## src/hdl/clhp_pkg.sv

```systemverilog
// shared types and constants for the content-length header parser
`default_nettype none
package clhp_pkg;

    localparam int unsigned NAME_LEN = 15;
    localparam logic [8*NAME_LEN-1:0] HDR_NAME = "Content-Length:";
    localparam logic [31:0] ACC_LIMIT = 32'd429496729;
    localparam logic [3:0] DIGIT_LIMIT = 4'd5;

    typedef enum logic [1:0] {
        ST_FOUND     = 2'd0,
        ST_NOT_FOUND = 2'd1,
        ST_MALFORMED = 2'd2
    } t_status;

    typedef enum logic [2:0] {
        PH_LEAD  = 3'd0,
        PH_NAME  = 3'd1,
        PH_SKIP  = 3'd2,
        PH_VALUE = 3'd3,
        PH_DONE  = 3'd4
    } t_phase;

    // one classified byte as it travels from front to back
    typedef struct packed {
        logic [NAME_LEN-1:0] name_hit;
        logic                is_ws;
        logic                is_lf;
        logic                is_cr;
        logic                is_digit;
        logic [3:0]          digit;
        logic                last;
    } t_item;

endpackage
`default_nettype wire

```

## src/hdl/clhp_front.sv

```systemverilog
// front end: accepts header bytes and classifies them
`default_nettype none
module clhp_front (
    input  wire logic          i_valid,
    output logic               o_stall,
    input  wire logic [7:0]    i_data_byte,
    input  wire logic          i_is_last,
    output logic               o_push,
    output clhp_pkg::t_item    o_item,
    input  wire logic          i_full
);
    import clhp_pkg::*;

    always_comb begin
        o_item = '0;
        for (int k = 0; k < NAME_LEN; k++) begin
            o_item.name_hit[k] = (i_data_byte == HDR_NAME[8*(NAME_LEN-1-k) +: 8]);
        end
        o_item.is_ws    = (i_data_byte == 8'h20) || (i_data_byte == 8'h09);
        o_item.is_lf    = (i_data_byte == 8'h0a);
        o_item.is_cr    = (i_data_byte == 8'h0d);
        o_item.is_digit = (i_data_byte >= 8'h30) && (i_data_byte <= 8'h39);
        o_item.digit    = 4'(i_data_byte - 8'h30);
        o_item.last     = i_is_last;
    end

    assign o_stall = i_full;
    assign o_push  = i_valid && !i_full;

endmodule
`default_nettype wire

```

## src/hdl/clhp_queue.sv

```systemverilog
// two-entry queue between the front and back ends
`default_nettype none
module clhp_queue (
    input  wire logic          i_clk,
    input  wire logic          i_rst_n,
    input  wire logic          i_push,
    input  clhp_pkg::t_item    i_item,
    output logic               o_full,
    input  wire logic          i_pop,
    output logic               o_not_empty,
    output clhp_pkg::t_item    o_item
);
    import clhp_pkg::*;

    t_item      r_mem [2];
    logic       r_wr_ptr;
    logic       r_rd_ptr;
    logic [1:0] r_count;
    logic [1:0] n_count;

    assign o_full      = (r_count == 2'd2);
    assign o_not_empty = (r_count != 2'd0);
    assign o_item      = r_mem[r_rd_ptr];

    always_comb begin
        n_count = r_count;
        if (i_push && !i_pop) begin
            n_count = r_count + 2'd1;
        end else if (!i_push && i_pop) begin
            n_count = r_count - 2'd1;
        end
    end

    always_ff @(posedge i_clk) begin
        if (!i_rst_n) begin
            r_wr_ptr <= 1'b0;
            r_rd_ptr <= 1'b0;
            r_count  <= 2'd0;
        end else begin
            r_count <= n_count;
            if (i_push) begin
                r_wr_ptr <= !r_wr_ptr;
            end
            if (i_pop) begin
                r_rd_ptr <= !r_rd_ptr;
            end
        end
    end

    always_ff @(posedge i_clk) begin
        if (i_push) begin
            r_mem[r_wr_ptr] <= i_item;
        end
    end

endmodule
`default_nettype wire

```

## src/hdl/clhp_back.sv

```systemverilog
// back end: header state machine, value accumulator and result register
`default_nettype none
module clhp_back (
    input  wire logic          i_clk,
    input  wire logic          i_rst_n,
    input  wire logic          i_not_empty,
    input  clhp_pkg::t_item    i_item,
    output logic               o_pop,
    output logic               o_out_valid,
    input  wire logic          i_out_stall,
    output logic [1:0]         o_status,
    output logic [31:0]        o_body_length
);
    import clhp_pkg::*;

    t_phase      r_phase, n_phase;
    logic [3:0]  r_match_index, n_match_index;
    logic [31:0] r_acc, n_acc;
    logic        r_digit_seen, n_digit_seen;
    logic        r_pending_cr, n_pending_cr;
    t_status     r_decided, n_decided;

    logic        r_out_valid;
    logic [1:0]  r_status;
    logic [31:0] r_len;

    logic        out_free;
    logic        take_last;
    logic        name_ok;
    logic        overflow;
    logic [31:0] acc_next;
    t_status     fin_status;

    // result register can take a new result when empty or drained this cycle
    assign out_free  = !r_out_valid || !i_out_stall;
    assign o_pop     = i_not_empty && (!i_item.last || out_free);
    assign take_last = o_pop && i_item.last;

    assign name_ok  = (r_match_index < 4'(NAME_LEN)) && i_item.name_hit[r_match_index];
    assign overflow = (r_acc > ACC_LIMIT) || ((r_acc == ACC_LIMIT) && (i_item.digit > DIGIT_LIMIT));
    assign acc_next = (r_acc << 3) + (r_acc << 1) + 32'(i_item.digit);

    always_comb begin
        n_phase       = r_phase;
        n_match_index = r_match_index;
        n_acc         = r_acc;
        n_digit_seen  = r_digit_seen;
        n_pending_cr  = r_pending_cr;
        n_decided     = r_decided;
        unique case (r_phase)
            PH_LEAD: begin
                if (i_item.is_ws || i_item.is_lf) begin
                    n_phase = PH_LEAD;
                end else if (i_item.name_hit[0]) begin
                    n_phase       = PH_NAME;
                    n_match_index = 4'd1;
                end else begin
                    n_phase = PH_SKIP;
                end
            end
            PH_NAME: begin
                if (name_ok) begin
                    n_match_index = r_match_index + 4'd1;
                    if (r_match_index == 4'(NAME_LEN - 1)) begin
                        n_phase      = PH_VALUE;
                        n_acc        = '0;
                        n_digit_seen = 1'b0;
                        n_pending_cr = 1'b0;
                    end
                end else if (i_item.is_lf) begin
                    n_phase       = PH_LEAD;
                    n_match_index = '0;
                end else begin
                    n_phase = PH_SKIP;
                end
            end
            PH_SKIP: begin
                if (i_item.is_lf) begin
                    n_phase       = PH_LEAD;
                    n_match_index = '0;
                end
            end
            PH_VALUE: begin
                priority if (r_pending_cr) begin
                    n_pending_cr = 1'b0;
                    n_phase      = PH_DONE;
                    if (i_item.is_lf) begin
                        n_decided = r_digit_seen ? ST_FOUND : ST_MALFORMED;
                    end else begin
                        n_decided = ST_MALFORMED;
                    end
                end else if (i_item.is_lf) begin
                    n_phase   = PH_DONE;
                    n_decided = r_digit_seen ? ST_FOUND : ST_MALFORMED;
                end else if (i_item.is_cr) begin
                    n_pending_cr = 1'b1;
                end else if (i_item.is_digit) begin
                    if (overflow) begin
                        n_phase   = PH_DONE;
                        n_decided = ST_MALFORMED;
                    end else begin
                        n_acc        = acc_next;
                        n_digit_seen = 1'b1;
                    end
                end else if (i_item.is_ws && !r_digit_seen) begin
                    n_phase = PH_VALUE;
                end else begin
                    n_phase   = PH_DONE;
                    n_decided = ST_MALFORMED;
                end
            end
            default: begin
                n_phase = r_phase;
            end
        endcase
    end

    // a value line still open at the last byte ends there
    always_comb begin
        if (n_phase == PH_VALUE) begin
            fin_status = n_digit_seen ? ST_FOUND : ST_MALFORMED;
        end else begin
            fin_status = n_decided;
        end
    end

    always_ff @(posedge i_clk) begin
        if (!i_rst_n) begin
            r_phase       <= PH_LEAD;
            r_match_index <= '0;
            r_acc         <= '0;
            r_digit_seen  <= 1'b0;
            r_pending_cr  <= 1'b0;
            r_decided     <= ST_NOT_FOUND;
            r_out_valid   <= 1'b0;
        end else begin
            if (take_last) begin
                r_phase       <= PH_LEAD;
                r_match_index <= '0;
                r_acc         <= '0;
                r_digit_seen  <= 1'b0;
                r_pending_cr  <= 1'b0;
                r_decided     <= ST_NOT_FOUND;
            end else if (o_pop) begin
                r_phase       <= n_phase;
                r_match_index <= n_match_index;
                r_acc         <= n_acc;
                r_digit_seen  <= n_digit_seen;
                r_pending_cr  <= n_pending_cr;
                r_decided     <= n_decided;
            end
            if (take_last) begin
                r_out_valid <= 1'b1;
            end else if (!i_out_stall) begin
                r_out_valid <= 1'b0;
            end
        end
    end

    always_ff @(posedge i_clk) begin
        if (take_last) begin
            r_status <= fin_status;
            r_len    <= (fin_status == ST_FOUND) ? n_acc : '0;
        end
    end

    assign o_out_valid   = r_out_valid;
    assign o_status      = r_status;
    assign o_body_length = r_len;

endmodule
`default_nettype wire

```

## src/hdl/content_length_header_parser.sv

```systemverilog
// top level of the content-length header parser
//
//  channel | direction | handshake                  | payload
//  --------+-----------+----------------------------+----------------------------
//  in      | input     | i_in_valid / o_in_stall    | i_data_byte, i_is_last
//  out     | output    | o_out_valid / i_out_stall  | o_status, o_body_length
//
// one byte per cycle while no stalled result holds back a last byte; a byte passes the
// two-entry queue and the state machine, and the result register loads when the last byte
// leaves the queue. the state update and the acc*10+digit add are done on each byte as it leaves.
// reset is synchronous and active low and clears all control state.
// a stalled result holds back the next last byte and the bytes queued behind it; earlier bytes keep flowing.
`default_nettype none
module content_length_header_parser (
    input  wire logic        i_clk,
    input  wire logic        i_rst_n,
    input  wire logic        i_in_valid,
    output logic             o_in_stall,
    input  wire logic [7:0]  i_data_byte,
    input  wire logic        i_is_last,
    output logic             o_out_valid,
    input  wire logic        i_out_stall,
    output logic [1:0]       o_status,
    output logic [31:0]      o_body_length
);
    import clhp_pkg::*;

    logic  push;
    logic  pop;
    logic  full;
    logic  not_empty;
    t_item front_item;
    t_item back_item;

    clhp_front u_front (
        .i_valid     (i_in_valid),
        .o_stall     (o_in_stall),
        .i_data_byte (i_data_byte),
        .i_is_last   (i_is_last),
        .o_push      (push),
        .o_item      (front_item),
        .i_full      (full)
    );

    clhp_queue u_queue (
        .i_clk       (i_clk),
        .i_rst_n     (i_rst_n),
        .i_push      (push),
        .i_item      (front_item),
        .o_full      (full),
        .i_pop       (pop),
        .o_not_empty (not_empty),
        .o_item      (back_item)
    );

    clhp_back u_back (
        .i_clk         (i_clk),
        .i_rst_n       (i_rst_n),
        .i_not_empty   (not_empty),
        .i_item        (back_item),
        .o_pop         (pop),
        .o_out_valid   (o_out_valid),
        .i_out_stall   (i_out_stall),
        .o_status      (o_status),
        .o_body_length (o_body_length)
    );

endmodule
`default_nettype wire

```

## config.mk

```make
export PLATFORM = sky130hd
export DESIGN_NAME = content_length_header_parser
export DESIGN_NICKNAME = d
export VERILOG_FILES = /design/src/hdl/clhp_pkg.sv /design/src/hdl/clhp_front.sv /design/src/hdl/clhp_queue.sv /design/src/hdl/clhp_back.sv /design/src/hdl/content_length_header_parser.sv
export SDC_FILE = /design/constraint.sdc
export NUM_CORES = 1
export LEC_CHECK = 0
export ABC_AREA = 1
export BUFFER_PORTS_ARGS = -buffer_cell sky130_fd_sc_hd__buf_2
export CORE_MARGIN = 5
export CORE_UTILIZATION = 56
export DETAILED_ROUTE_END_ITERATION = 6
export GPL_TIMING_DRIVEN = 0
export PLACE_DENSITY = 0.74
export SETUP_SLACK_MARGIN = 0.3
export SLEW_MARGIN = 20
export SYNTH_ARGS = -nofsm -noshare
export SYNTH_HDL_FRONTEND = slang
export SYNTH_SLANG_ARGS = --single-unit
```

## constraint.sdc

```tcl
create_clock -name i_clk -period 2.8 [get_ports i_clk]
set_input_delay 0.42 -clock i_clk [delete_from_list [all_inputs] [get_ports i_clk]]
set_output_delay 0.42 -clock i_clk [all_outputs]
set_load 0.05 [all_outputs]
```

==> impl_metrics.tcl <==
set metrics [dict create \
    synth_seq_area_share_pct 39.2 \
    cts_inserted_buffers 17 \
    worst_pin_slew_ns 0.698 \
    rows 43 \
    period_minus_slack_ns 3.37 \
    utilization_pct 71.7 \
    drc_errors 0 \
    yosys.area.top_type_share_pct 27.0 \
    slew_viol_final 0 \
    clock_path_buffers 2 \
    synth_edf_count 72 \
    clock.fmax_ghz 0.297 \
    cts.clk_slew.worst_paths_ns 0.06 \
    power.switching_w 0.00574 \
    internal-power_w 0.00618 \
    yosys.area.top_type "edfxtp_1" \
    synth_warnings 0 \
    finalCritPeriodShare_pct 120 \
    hold_violations 0 \
    crit_top_cell "buf_4" \
    crit_fanout 4 \
    synthDistinctLibCells 47 \
    relSlewSlack_pct 53.4 \
    p_per_area_mw_per_mm2 1190 \
    antenna_left 0 \
    nets 1224 \
    synth_most_common_cell "nand2_1" \
    seqPwrFrac_pct 25.0 \
    pre_cts_slack_ns -0.649 \
    dr.pass1.iters 6 \
    synthArstFlopShare_pct 0 \
    design_area_sq_mm 0.0100 \
    area_growth_pct 24.8 \
    coreArea_sq_mm 0.0139 \
    die_width_microns 130 \
    fill_cells 1061 \
    first_global_vias 6887 \
    place.port_buffers 48 \
    arrival_ns 3.67 \
    cap_viol_max_count 0 \
    n_antenna_cell 0 \
    use_met2_pct 43.4 \
    antenna_found_initial 0 \
    start_util_pct 57.5 \
    wl_per_cell_microns 16.6 \
    ys_ff_latch 121 \
    status "complete, but fails checks" \
    ios 49 \
    vdd_ir_drop_max_v 0.000806 \
    clkPwrFrac_pct 17.5 \
    wirelength_microns 22200 \
    drive_gt1_share_pct 25.2 \
    rsz0062_at_grt "yes" \
    p_total_w 0.0119 \
    skew_ns 0.00885 \
    synthTopCellsByArea "edfxtp_1, dfxtp_1, ha_1" \
    vias_per_cell 5.57 \
    hold_class "in -> reg" \
    fp.dieH_microns 130 \
    violations "setup timing" \
    finalWorstSetupSlack_ns -0.569 \
    root_buffer "clkbuf_16" \
    finalSetupViolCount 52 \
    placedInstanceArea_sq_mm 0.00857 \
    start_kind "flip-flop" \
    worstSkewPairLatency_ns 0.43 \
    grt_usage_pct 26.5 \
    drtIter0Drc 624 \
    grt_start_max_net_pins 28 \
    syn_area_per_cell_sq_um 7.78 \
    p_sw_share_pct 48.1 \
    critPathRequiredTime_ns 3.10 \
    worstSetupEndpointType "flip-flop" \
    cp_slowest_cell "fa_1" \
    grt.overflow.total 0 \
    met3_usage_pct 5.98 \
    yosys_most_used_dff "edfxtp_1" \
    hpwl_microns 15600 \
    comb_power_share_pct 57.5 \
    p_leak_nw 4.59 \
    path_cells "buf_8, mux2i_2, fa_1, inv_2, fa_2, nand3_2, buf_4, buf_4, buf_4, buf_4, buf_4, buf_4, buf_4, buf_4, buf_4, nand3_1, nand2_1, o22ai_1, inv_1, nor2_2" \
    num_vias 7476 \
    synth_area_sq_mm 0.00801 \
    use_met1_pct 34.3 \
    place_congestion 0.955 \
    synth_fp_nets 1106 \
    synthTopCellsByCount "nand2_1, inv_1, nor2_1, a21oi_1, o21ai_0" \
    busiest_layer "met2" \
    die_area_sq_mm 0.0168 \
    clock-sinks 121 \
    hold_buffers 0 \
    slowest_delay_ns 0.47 \
    h-tree-depth 4 \
    synthCells 1030 \
    grt_pass1_wl_microns 34600 \
    cts_tree "done" \
    critPathKind "reg -> reg" \
]
worst paths after layout:
| check | from | to | slack (ns) | cells after the start |
|---|---|---|---|---|
| setup / recovery | flip-flop | u_back.o_body_length[6] | -0.57 | 20 |
| hold / removal | i_is_last | u_queue.r_mem[0][0] | 0.18 | 1 |
| setup reg to reg | flip-flop | u_back.o_body_length[6] | -0.57 | 20 |
| hold reg to reg | u_queue.r_rd_ptr | u_queue.r_rd_ptr | 0.46 | 1 |
worst max-delay path, delay by kind of cell (launching register included):
family / cells / cell delay, ns
buffers and inverters: 12 / 1.41
muxes: 1 / 0.24
and+or+nand+nor: 4 / 0.32
DFF: 1 / 0.39
adders and majority gates: 2 / 0.69
AOI/OAI and AO/OA: 1 / 0.19
layer usage:
metal,vias to the layer above,routed length [microns]
li1,3678,-
met1,3450,9420
met2,283,10400
met3,65,1540
met4,0,788
met5,-,0
cells in the final DEF, fill, tap and decap left out, types with 19 or more instances in the layout:
cell type / netlist / routed
a21oi_1: 78 / 71
buf_2: 4 / 49
buf_4: 2 / 38
dfxtp_1: 49 / 36
edfxtp_1: 72 / 72
ha_1: 61 / 58
inv_1: 169 / 162
nand2_1: 200 / 179
nand2_2: 2 / 19
nand3_1: 48 / 39
nor2_1: 86 / 78
nor2_2: 30 / 38
o21ai_0: 73 / 49
o21ai_1: 4 / 21
timing repair:
| action | in CTS | in global routing |
|---|---|---|
| pin swaps | 37 | 41 |
| resized for setup | 73 | 71 |
| gates cloned | 1 | 0 |
| buffers inserted | 23 | 24 |
| setup endpoints to repair | 62 | 69 |
power groups by stage:
stage | logic, W | clock network (W) | registers (W)
2_1_floorplan | 0.00389 | 0 | 0.00335
3_3_place_gp | 0.00568 | 0 | 0.00296
3_5_place_dp | 0.00581 | 0 | 0.00295
4_1_cts | 0.00625 | 0.00211 | 0.00295
5_1_grt | 0.00747 | 0.00220 | 0.00303
6_report | 0.00686 | 0.00208 | 0.00298
through the flow:
| stage | TNS, ns | hold WS [ns] | cells |
|---|---|---|---|
| 2_1_floorplan | -0.529 | 0.418 | 1030 |
| 3_3_place_gp | -14.60 | 0.438 | 1258 |
| 3_5_place_dp | -14.04 | 0.446 | 1261 |
| 4_1_cts | -9.34 | 0.172 | 1317 |
| 5_1_grt | -24.01 | 0.181 | 1341 |
| 6_report | -17.87 | 0.181 | 1341 |
kinds of logic after synthesis:
| family | Yosys count | synth area share (%) |
|---|---|---|
| flops | 121 | 39.2 |
| simple gates | 405 | 22.2 |
| compound gates | 218 | 15.8 |
| xor+xnor | 21 | 2.30 |
| buf+inv | 199 | 10.0 |
| fa+ha+maj | 63 | 10.0 |
| mux | 3 | 0.375 |
state kept, by name, summed over array words and instances, names as in the netlist, named ones only:
name	cells
u_queue.r_mem	38
u_back.o_body_length	32
u_back.r_phase	3
u_back.r_pending_cr	1
u_queue.r_wr_ptr	1
u_back.r_decided	2
u_back.r_match_index	4
u_back.o_status	2
u_queue.r_rd_ptr	1
u_queue.r_count	2
u_back.o_out_valid	1
u_back.r_digit_seen	1
u_back.r_acc	32
area by class of cell:
type                       count  area, sq um  area share [%]
timing repair buffer          99          714            7.15
multi-input combinational    710         4460            44.7
clock buffer                  19          433            4.33
tap                          180          225            2.25
sequential                   121         3160            31.6
inverter                     174          656            6.56
clock inverter                13          129            1.29
buffer                        25          213            2.13
Power figures use the tool's default switching activity.
